--- src/sv/pke_pkg.sv ---
// ----------------------------------------------------------------------------
// pke_pkg
// Types and constants shared by the PSSH key ID extractor and its checker.
// ----------------------------------------------------------------------------
package pke_pkg;

  localparam int unsigned KEY_ID_BYTES    = 16;
  localparam int unsigned SYSTEM_ID_BYTES = 16;
  localparam int unsigned HEADER_BYTES    = 12 + SYSTEM_ID_BYTES;

  // 'pssh' box type, first byte on the wire at index 0
  localparam logic [0:3][7:0] BOX_TYPE = {8'h70, 8'h73, 8'h73, 8'h68};

  // common system ID, first byte on the wire at index 0
  localparam logic [0:SYSTEM_ID_BYTES-1][7:0] COMMON_SYSTEM_ID = {
    8'h10, 8'h77, 8'hef, 8'hec, 8'hc0, 8'hb2, 8'h4d, 8'h02,
    8'hac, 8'he3, 8'h3c, 8'h1e, 8'h52, 8'he2, 8'hfb, 8'h4b};

  typedef enum logic [3:0] {
    PH_SIZE,
    PH_TYPE,
    PH_VER,
    PH_SYSID,
    PH_COUNT,
    PH_KEYS,
    PH_SKIP,
    PH_SKIPALL
  } phase_e;

  typedef enum logic [2:0] {
    ST_OK        = 3'd0,
    ST_NOT_PSSH  = 3'd1,
    ST_TRUNC     = 3'd2,
    ST_VER0      = 3'd3,
    ST_NO_COMMON = 3'd4
  } status_e;

  typedef enum logic {
    KIND_KEY    = 1'b0,
    KIND_STATUS = 1'b1
  } kind_e;

  typedef struct packed {
    logic [7:0] init_byte;
    logic       last_byte;
  } in_t;

  typedef struct packed {
    logic        kind;
    logic [7:0]  key_byte;
    logic [31:0] key_number;
    logic [3:0]  byte_in_key;
    logic [2:0]  status;
    logic        last;
  } out_t;

endpackage

--- src/sv/pssh_key_id_extractor.sv ---
// ----------------------------------------------------------------------------
// pssh_key_id_extractor
// Streaming CENC pssh parser: walks boxes byte by byte, skips foreign
// systems, streams key ID bytes of the first common box, ends with a status.
// ----------------------------------------------------------------------------
//  channel | direction | handshake                | payload
//  --------+-----------+--------------------------+----------------------
//  in      | input     | in_valid_i / in_stall_o  | pke_pkg::in_t
//  out     | output    | out_valid_o / out_stall_i| pke_pkg::out_t
//
//  One init byte is parsed in the cycle it is accepted; its results land in a
//  4-entry result queue and are visible on the next cycle.
//  A byte yields at most two results (key byte, then status), so a byte that
//  closes a key run pushes two queue entries.
//  in_stall_o rises while the queue holds three or more entries; it depends
//  on registers only.
//  Asynchronous active-low reset returns the parser to the box size field
//  and empties the queue.
// ----------------------------------------------------------------------------
module pssh_key_id_extractor (
  input  logic           clk_i,
  input  logic           rst_ni,
  input  logic           in_valid_i,
  output logic           in_stall_o,
  input  pke_pkg::in_t   in_i,
  output logic           out_valid_o,
  input  logic           out_stall_i,
  output pke_pkg::out_t  out_o
);
  import pke_pkg::*;

  localparam int unsigned QDepth = 4;
  localparam int unsigned QAw    = $clog2(QDepth);

  phase_e      phase_q, phase_d;
  logic [4:0]  fc_q, fc_d;
  logic [31:0] len_q, len_d;
  logic [7:0]  ver_q, ver_d;
  logic        match_q, match_d;
  logic [31:0] total_q, total_d;
  logic [31:0] done_q, done_d;
  logic [31:0] skip_q, skip_d;
  logic        fin_q, fin_d;

  logic        accept;
  logic [7:0]  b;
  logic        lastb;
  logic        key_v, st_v, clear;
  status_e     st_code;
  logic        m;
  logic [31:0] cnt_new, skip_new, done_new;
  logic [4:0]  fc_inc;

  assign accept = in_valid_i && !in_stall_o;
  assign b      = in_i.init_byte;
  assign lastb  = in_i.last_byte;
  assign fc_inc = fc_q + 5'd1;

  always_comb begin
    phase_d  = phase_q;
    fc_d     = fc_q;
    len_d    = len_q;
    ver_d    = ver_q;
    match_d  = match_q;
    total_d  = total_q;
    done_d   = done_q;
    skip_d   = skip_q;
    fin_d    = fin_q;
    key_v    = 1'b0;
    st_v     = 1'b0;
    st_code  = ST_OK;
    clear    = 1'b0;
    m        = 1'b0;
    cnt_new  = {total_q[23:0], b};
    skip_new = (skip_q != 32'd0) ? skip_q - 32'd1 : skip_q;
    done_new = done_q + 32'd1;

    if (accept) begin
      if (fin_q) begin
        clear = lastb;
      end else begin
        case (phase_q)
          PH_SIZE: begin
            len_d = (fc_q == 5'd0) ? {24'd0, b} : {len_q[23:0], b};
            fc_d  = fc_inc;
            if (fc_q == 5'd3) begin
              phase_d = PH_TYPE;
              fc_d    = 5'd0;
              match_d = 1'b1;
            end
            if (lastb) begin
              st_v = 1'b1; st_code = ST_NOT_PSSH;
            end
          end
          PH_TYPE: begin
            m       = match_q && (b == BOX_TYPE[fc_q[1:0]]);
            match_d = m;
            fc_d    = fc_inc;
            if (fc_q == 5'd3) begin
              if (!m) begin
                st_v = 1'b1; st_code = ST_NOT_PSSH;
              end else begin
                phase_d = PH_VER;
                fc_d    = 5'd0;
                if (lastb) begin
                  st_v = 1'b1; st_code = ST_TRUNC;
                end
              end
            end else if (lastb) begin
              st_v = 1'b1; st_code = ST_NOT_PSSH;
            end
          end
          PH_VER: begin
            if (fc_q == 5'd0) ver_d = b;
            fc_d = fc_inc;
            if (fc_q == 5'd3) begin
              phase_d = PH_SYSID;
              fc_d    = 5'd0;
              match_d = 1'b1;
            end
            if (lastb) begin
              st_v = 1'b1; st_code = ST_TRUNC;
            end
          end
          PH_SYSID: begin
            m       = match_q && !fc_q[4] && (b == COMMON_SYSTEM_ID[fc_q[3:0]]);
            match_d = m;
            fc_d    = fc_inc;
            if (fc_q == 5'(SYSTEM_ID_BYTES - 1)) begin
              fc_d = 5'd0;
              if (!m) begin
                // foreign system: skip the rest of the box by its size, or all input if size < header
                if (len_q >= 32'(HEADER_BYTES)) begin
                  skip_d  = len_q - 32'(HEADER_BYTES);
                  phase_d = (len_q == 32'(HEADER_BYTES)) ? PH_SIZE : PH_SKIP;
                end else begin
                  phase_d = PH_SKIPALL;
                end
                if (lastb) begin
                  st_v = 1'b1; st_code = ST_NO_COMMON;
                end
              end else if (ver_q == 8'd0) begin
                st_v = 1'b1; st_code = ST_VER0;
              end else begin
                phase_d = PH_COUNT;
                total_d = 32'd0;
                if (lastb) begin
                  st_v = 1'b1; st_code = ST_TRUNC;
                end
              end
            end else if (lastb) begin
              st_v = 1'b1; st_code = ST_TRUNC;
            end
          end
          PH_COUNT: begin
            total_d = cnt_new;
            fc_d    = fc_inc;
            if (fc_q == 5'd3) begin
              fc_d   = 5'd0;
              done_d = 32'd0;
              if (cnt_new == 32'd0) begin
                st_v = 1'b1; st_code = ST_OK;
              end else begin
                phase_d = PH_KEYS;
                if (lastb) begin
                  st_v = 1'b1; st_code = ST_TRUNC;
                end
              end
            end else if (lastb) begin
              st_v = 1'b1; st_code = ST_TRUNC;
            end
          end
          PH_KEYS: begin
            key_v = 1'b1;
            fc_d  = fc_inc;
            if (fc_q == 5'(KEY_ID_BYTES - 1)) begin
              fc_d   = 5'd0;
              done_d = done_new;
              if (done_new == total_q) begin
                st_v = 1'b1; st_code = ST_OK;
              end else if (lastb) begin
                st_v = 1'b1; st_code = ST_TRUNC;
              end
            end else if (lastb) begin
              st_v = 1'b1; st_code = ST_TRUNC;
            end
          end
          PH_SKIP: begin
            skip_d = skip_new;
            if (skip_new == 32'd0) begin
              phase_d = PH_SIZE;
              fc_d    = 5'd0;
            end
            if (lastb) begin
              st_v = 1'b1; st_code = ST_NO_COMMON;
            end
          end
          default: begin
            if (lastb) begin
              st_v = 1'b1; st_code = ST_NO_COMMON;
            end
          end
        endcase
        // a status closes the run; the last byte restarts it
        if (st_v) begin
          if (lastb) clear = 1'b1;
          else fin_d = 1'b1;
        end
      end
    end

    if (clear) begin
      phase_d = PH_SIZE;
      fc_d    = 5'd0;
      len_d   = 32'd0;
      ver_d   = 8'd0;
      match_d = 1'b1;
      total_d = 32'd0;
      done_d  = 32'd0;
      skip_d  = 32'd0;
      fin_d   = 1'b0;
    end
  end

  always_ff @(posedge clk_i or negedge rst_ni) begin
    if (!rst_ni) begin
      phase_q <= PH_SIZE;
      fc_q    <= 5'd0;
      len_q   <= 32'd0;
      ver_q   <= 8'd0;
      match_q <= 1'b1;
      total_q <= 32'd0;
      done_q  <= 32'd0;
      skip_q  <= 32'd0;
      fin_q   <= 1'b0;
    end else begin
      phase_q <= phase_d;
      fc_q    <= fc_d;
      len_q   <= len_d;
      ver_q   <= ver_d;
      match_q <= match_d;
      total_q <= total_d;
      done_q  <= done_d;
      skip_q  <= skip_d;
      fin_q   <= fin_d;
    end
  end

  // ---------------- result queue ----------------
  out_t            q_mem [QDepth];
  logic [QAw-1:0]  wr_q, wr_d, rd_q, rd_d;
  logic [QAw:0]    cnt_q, cnt_d;
  out_t            key_res, st_res, wr0, wr1;
  logic            push0, push1, pop;

  always_comb begin
    key_res             = '0;
    key_res.kind        = KIND_KEY;
    key_res.key_byte    = b;
    key_res.key_number  = done_q;
    key_res.byte_in_key = fc_q[3:0];
    key_res.status      = ST_OK;
    key_res.last        = 1'b0;

    st_res        = '0;
    st_res.kind   = KIND_STATUS;
    st_res.status = st_code;
    st_res.last   = 1'b1;

    push0 = key_v || st_v;
    push1 = key_v && st_v;
    wr0   = key_v ? key_res : st_res;
    wr1   = st_res;
  end

  assign pop         = out_valid_o && !out_stall_i;
  assign out_valid_o = (cnt_q != '0);
  assign out_o       = q_mem[rd_q];
  assign in_stall_o  = (cnt_q > (QAw+1)'(QDepth - 2));

  always_comb begin
    wr_d  = wr_q + QAw'(push0) + QAw'(push1);
    rd_d  = rd_q + QAw'(pop);
    cnt_d = cnt_q + (QAw+1)'(push0) + (QAw+1)'(push1) - (QAw+1)'(pop);
  end

  always_ff @(posedge clk_i or negedge rst_ni) begin
    if (!rst_ni) begin
      wr_q  <= '0;
      rd_q  <= '0;
      cnt_q <= '0;
    end else begin
      wr_q  <= wr_d;
      rd_q  <= rd_d;
      cnt_q <= cnt_d;
    end
  end

  always_ff @(posedge clk_i) begin
    if (push0) q_mem[wr_q] <= wr0;
    if (push1) q_mem[wr_q + QAw'(1)] <= wr1;
  end

endmodule

--- config.mk ---
export PLATFORM = sky130hd
export DESIGN_NAME = pssh_key_id_extractor
export DESIGN_NICKNAME = d
export VERILOG_FILES = /design/src/sv/pke_pkg.sv /design/src/sv/pssh_key_id_extractor.sv
export SDC_FILE = /design/constraint.sdc
export NUM_CORES = 1
export LEC_CHECK = 0
export ABC_AREA = 1
export BUFFER_PORTS_ARGS = -buffer_cell sky130_fd_sc_hd__buf_2
export CAP_MARGIN = 20
export CORE_UTILIZATION = 29
export DETAILED_ROUTE_END_ITERATION = 10
export SYNTH_ARGS = -nofsm -noshare
export SYNTH_HDL_FRONTEND = slang
export SYNTH_SLANG_ARGS = --single-unit
export TNS_END_PERCENT = 50
--- constraint.sdc ---
create_clock -name clk_i -period 6.9 [get_ports clk_i]
set_clock_uncertainty 0.1 [all_clocks]
set_input_delay 0 -clock clk_i [delete_from_list [all_inputs] [get_ports clk_i]]
set_output_delay 0 -clock clk_i [all_outputs]
set_load 0.005 [all_outputs]
# Word level (Yosys, flattened, before mapping)
# Memory sizes are Yosys's and may differ from the RTL's.
# Cells that the tools add are included.
[op_classes] add_sub_neg=11 multipliers=0 div_mod_pow=0 n_lt_le_gt_ge=4 eq_ne=28 n_shift=0 mux=112 bitwise_logic=2 n_reduce_logical=38
[op_table] op="$mux 32" count=23
[op_table] op="$pmux 32 s2" count=3
[op_table] op="$mux 8" count=9
[op_table] op="$logic_not 32->1" count=2
[op_table] op="$mux 4" count=13
[op_table] op="$mux 49" count=1
[op_table] op="$mux 5" count=8
[op_table] op="$ne 3x3->1 const B" count=13
[op_table] op="$mux 1" count=34
[op_table] op="$mux 3" count=11
[op_table] op="$add 32x1->32 const B" count=1
[op_table] op="$eq 32x32->1" count=1
[op_table] op="$eq 32x5->1 const B" count=1
[op_table] op="$ge 32x5->1 const B" count=1
[op_table] op="$reduce_bool 32->1" count=1
[op_table] op="$sub 32x1->32 const B" count=1
[op_table] op="$sub 32x5->32 const B" count=1
[op_table] op="$pmux 4 s6" count=1
[op_table] op="$pmux 5 s4" count=1
[op_table] op="$pmux 3 s6" count=1
[op_table] op="$bmux 8 s2" count=1
[op_table] op="$eq 8x8->1" count=2
[op_table] op="$eq 4x3->1 const B" count=3
[op_table] op="$reduce_and 12->1" count=1
[op_table] op="37 further kinds" count=61
[totals] ff_bits=154 latchBits=0 ram_bits=196 rom_bits=128 inputBits=13 output_inout_bits=51 elab_cells=209 n_memories=2
[mem_list] memory="q_mem" words=4 width=49 rd=1 rd_clocked_by_memory_dff=0 write_ports=2 line="pssh_key_id_extractor.sv:250" source="out_t q_mem [QDepth];"
[mem_list] memory="(no name shown)" words=16 width=8 rd=1 rd_clocked_by_memory_dff=0 write_ports=0 line="pssh_key_id_extractor.sv:126" source="m = match_q && !fc_q[4] && (b == COMMON_SYSTEM_ID[fc_q[3:0]]);"

# Logic depth before layout (Yosys ltp)
[depth] word_depth=17 depth_mapped=26 depth_no_buf=26

# Worst setup path after synthesis
# No wires, ideal clock.
[synth_path] path_kind="register to register" startpoint="reg fc_q[1]" endpoint="reg cnt_q[2]" setup_time_ps=123 t_arrival_ps=3451 required_ps=6677 setup_slack_ps=3226 path_stages_with_launch=27 n_path_buf=0 period_less_slack_ps=3674 cell_sequence="dfrtp_1 > ha_1 > inv_1 > nor2_1 > ha_1 > inv_1 > a21oi_1 > nand3_1 > nor2_1 > nand3_1 > nor2_1 > nand2_1 > nor2_1 > nand2_1 > nor2_1 > nand3_1 > nand2_1 > nand2_2 > nand2_1 > nand3_2 > nand2_4 > inv_1 > ha_1 > inv_1 > fa_1 > fa_1 > xnor2_1"
[synth_between] elab_chain_cells=17 elab_cells_between_ends=30 classes_between="add/sub (3); eq/ne (4); mux (16); bitwise (2); reduce/logical (4); memory (1)"
[synth_rtl] element="start, declared" line="pssh_key_id_extractor.sv:36" source="logic [4:0] fc_q, fc_d;"
[synth_rtl] element="start signal, assigned" line="pssh_key_id_extractor.sv:228" source="fc_q <= 5'd0;"
[synth_rtl] element="start signal, assigned" line="pssh_key_id_extractor.sv:238" source="fc_q <= fc_d;"
[synth_rtl] element="$not 4->5 (implied by the code) / $not 2->3 (equally long branches)" line="pssh_key_id_extractor.sv:126, pssh_key_id_extractor.sv:96"
[synth_rtl] element="$mem_v2 16x8 / $bmux 8 s2 (equally long branches)"
[synth_rtl] element="$mux 8, on equally long branches (2 in a row)" line="pssh_key_id_extractor.sv:126, pssh_key_id_extractor.sv:96"
[synth_rtl] element="$eq 8x8->1, on equally long branches" line="pssh_key_id_extractor.sv:126, pssh_key_id_extractor.sv:96"
[synth_rtl] element="$logic_and 1x1->1, on equally long branches" line="pssh_key_id_extractor.sv:126, pssh_key_id_extractor.sv:96"
[synth_rtl] element="$mux 1, on equally long branches" line="pssh_key_id_extractor.sv:131, pssh_key_id_extractor.sv:100"
[synth_rtl] element="$mux 1, on equally long branches" line="pssh_key_id_extractor.sv:129, pssh_key_id_extractor.sv:99"
[synth_rtl] element="$pmux 1 s4 *" line="pssh_key_id_extractor.sv:82" source="case (phase_q)"
[synth_rtl] element="$mux 1 *" line="pssh_key_id_extractor.sv:79" source="if (fin_q) begin"
[synth_rtl] element="$mux 1 *" line="pssh_key_id_extractor.sv:78" source="if (accept) begin"
[synth_rtl] element="$mux 1 *" line="pssh_key_id_extractor.sv:79"
[synth_rtl] element="$mux 1 *" line="pssh_key_id_extractor.sv:78"
[synth_rtl] element="$logic_or 1x1->1" line="pssh_key_id_extractor.sv:270" source="push0 = key_v || st_v;"
[synth_rtl] element="$add 3x1->3" line="pssh_key_id_extractor.sv:284" source="cnt_d = cnt_q + (QAw+1)'(push0) + (QAw+1)'(push1) - (QAw+1)'(pop);"
[synth_rtl] element="$add 3x1->3 *" line="pssh_key_id_extractor.sv:284"
[synth_rtl] element="$sub 3x1->3 *" line="pssh_key_id_extractor.sv:284"
[synth_rtl] element="net cnt_d[2]" line="pssh_key_id_extractor.sv:252" source="logic [QAw:0] cnt_q, cnt_d;"
[synth_rtl] element="end signal, assigned" line="pssh_key_id_extractor.sv:295" source="cnt_q <= cnt_d;"
[synth_rtl] element="end, declared" line="pssh_key_id_extractor.sv:252"
# The timed path passes the listed nets; every way through them passes the cells marked *. The select of a mux whose other input is x is not followed.
# A chain may end at the register's enable or synchronous reset.

==> flow_summary.yaml <==
status:
  outcome: "complete, but fails checks"
  violations: "design-rule violations"
route:
  viasPerCell: 5.08
  route.vias.total: 18900
  drt-pass1-iter-count: 10
  drt_wl_total_mm: 63.4
  routedWlPerCell_um: 17.0
  drc: 1
  drtAntennaViolNets: 0
  drt-initial-drc-count: 1856
floorplan:
  die_height_um: 261
  dieWidth_um: 261
  start_util_pct: 29.5
  dieArea_mm2: 0.0682
  rows: 94
  pin_count: 64
  coreArea_mm2: 0.0661
critical_path:
  cp.arrival_ns: 4.75
  path_delay_family: "simple AND/OR/NAND/NOR gates"
  required_ns: 7.03
  slowest_delay_ns: 0.49
  cp-start-kind: "flop"
  cp_cell_sequence: "ha_1 > inv_1 > nor2_1 > ha_1 > inv_1 > a21oi_1 > nand3_1 > nor2_1 > nand3_1 > nor2_1 > nand2_1 > nor2_1 > nand2_1 > nor2_1 > nand3_1 > nand2_1 > nand2_2 > a21boi_2 > nand2_4 > nor2_4 > inv_2 > nand2_1"
  critPathMaxFanout: 37
  path_class: "flop to flop"
  slowest_stage: "dfrtp_1"
  critical_path.most_common_cell: "nor2_1"
  worst_setup_path_end_kind: "flop"
  path_buf_inv: 3
grt:
  grt_usage_pct: 18.4
  grt_max_degree: 82
  grt_pass1_wl_mm: 99.5
  grt_pass1_vias: 17400
  antenna_found_initial: 2
  grt-ovfl-total: 0
placed_design:
  numPortBuffers: 63
  hpwl_mm: 42.8
  post-place-ws_ns: 2.36
  gp_congestion: 0.914
power_and_ir_drop:
  power_per_cell_area_mw_per_mm2: 398
  power.share.switching_pct: 43.6
  ir_drop_mv: 0.188
  p_seq_share_pct: 33.0
  power_frac_clock_pct: 26.7
  cellInternalPower_uw: 4940
  p_comb_share_pct: 40.3
  p_leak_uw: 0.00959
  switchingPower_uw: 3810
clock_tree:
  clk_pin_slew_worst_paths_ns: 0.06
  clockBufferDepth: 3
  numCtsBuffers: 42
  post-cts-setup-buffers: 0
  clock-sinks: 345
  cts_tree: "yes"
  clk_latency_ns: 0.59
  ctsResizeCount: 0
  clockRootBuffer: "clkbuf_16"
  h-tree-depth: 2
logic_synthesis:
  synth_edf_count: 12
  ys.flop_type: "dfxtp_1"
  yosysUniqueCellTypes: 52
  yosys_warnings: 0
  syn_area_mm2: 0.0195
  ys_seq_area_share_pct: 40.0
  synth_top_area_share_pct: 19.5
  avgSynthCellArea_um2: 6.88
  ys_ff_latch: 345
  syn_nets: 2859
  synth_cells: 2829
  yosys.area.top_type: "dfrtp_1"
  synth_area_leaders: "dfrtp_1, dfxtp_1, nand2_1"
  synth-async-reset-ratio_pct: 44.3
finish:
  final_cell_mix: "nand2_1, nor2_1, nand3_1, o21ai_0, inv_1"
  finalNetCount: 2857
  areaGrowthSynthToFinish_pct: 12.9
  final_common_cell: "nand2_1"
  n_antenna_cell: 0
  layout-drive-gt1-share_pct: 8.26
timing:
  hold_violations: 0
  holdWs_ns: 0.222
  max_slew_margin_pct: 28.8
  slew_violations: 0
  fin_crit_ns: 4.62
  worstMarginPinSlew_ns: 1.06
  rsz0062_at_grt: "no"
  period_share_pct: 66.9
  final-setup-viol-count: 0
  fmax_mhz: 217
  worst_slack_ns: 2.28
  fin_tns_setup_ns: 0
min_path:
  hp-class: "input pin to flop"
flow_run:
  drv_cap: 0
==> worst min-delay path: stages <==
cell	delay [ns]
dlygate4sd3_1	0.53
buf_2	0.15
nand2_1	0.10
o21ai_0	0.08
==> metrics by stage <==
| step | total power [uW] | instance area, um2 | cells | util [%] |
|---|---|---|---|---|
| 2_1_floorplan | 5170 | 19500 | 2829 | - |
| 3_3_place_gp | 6390 | 20400 | 3633 | 30.8 |
| 3_5_place_dp | 6380 | 20400 | 3633 | 30.8 |
| 4_1_cts | 8750 | 22000 | 3722 | 33.3 |
| 5_1_grt | 9360 | 22000 | 3722 | 33.3 |
| 6_report | 8750 | 22000 | 3722 | 33.3 |
==> area by class of cell <==
cell class	count	area, um2
inverter	243	916
timing repair buffer	98	637
clock inverter	15	249
sequential	345	7790
tap	864	1080
multi-input combinational	2097	10100
fill	7171	44100
clock buffer	60	1210
==> power by group through the flow <==
| stage | combinational (uW) | clock [uW] | sequential (uW) |
|---|---|---|---|
| floorplan | 2450 | 0 | 2720 |
| global placement | 3480 | 0 | 2910 |
| detailed placement | 3480 | 0 | 2900 |
| CTS | 3510 | 2370 | 2870 |
| global route | 3970 | 2450 | 2940 |
| finish | 3530 | 2340 | 2880 |
==> layer usage <==
layer	vias to the layer above	part of all wire, %	GRT usage [%]
met5	-	0	0
met4	0	2.3	5.18
met1	8899	47	26.7
met3	85	6.7	2.35
li1	9295	-	-
met2	625	44	28.6
==> synthesized netlist by cell type, types with 12 or more instances <==
master    count
a21oi_1      85
dfrtp_1     152
nand2_2      13
nor4_1       13
dfxtp_1     180
nand3_2      32
xor2_1       36
nor2_1      360
nand4_1      64
buf_2        18
nor3_1       25
edfxtp_1     12
o22ai_1      66
o21ai_0     247
o41ai_1      12
nand2_1     777
inv_1       231
ha_1         14
buf_6        15
clkbuf_1    104
nand3_1     274
==> worst paths after layout <==
path	from	to	slack, ns	cells past startpoint
max	fc_q[1]$_DFFE_PN0P_	q_mem[0][3]$_DFFE_PP_	2.28	22
min	in_i[6]	ver_q[5]$_DFFE_PN0P_	0.22	4
max reg2reg	fc_q[1]$_DFFE_PN0P_	q_mem[0][3]$_DFFE_PP_	2.28	22
min reg2reg	q_mem[0][36]$_SDFFE_PP0P_	q_mem[0][36]$_SDFFE_PP0P_	0.36	2
max in group asynchronous	rst_ni	skip_q[28]$_DFFE_PN0P_	5.58	4
min in group asynchronous	rst_ni	fc_q[3]$_DFFE_PN0P_	0.27	3
==> state kept, by name, summed over array words and instances (netlist names) <==
register / count
match_q: 1
fin_q: 1
phase_q: 3
done_q: 32
len_q: 32
q_mem: 192
ver_q: 8
wr_q: 2
total_q: 32
cnt_q: 3
fc_q: 5
rd_q: 2
skip_q: 32
==> kinds of logic after synthesis <==
group	after synthesis	synth area share, %
AOI/OAI and AO/OA	448	12.7
xor gates and xnor gates	42	2.24
adders and majority gates	17	1.21
buffers and inverters	387	8.27
DFF	345	40.0
and+or+nand+nor	1590	35.6
==> timing repair <==
item                                    4_1_cts  5_1_grt
hold buffers                                 14        0
hold endpoints to repair                    126        0
endpoints found under the setup margin        0        0
(Power assumes the default switching activity.)
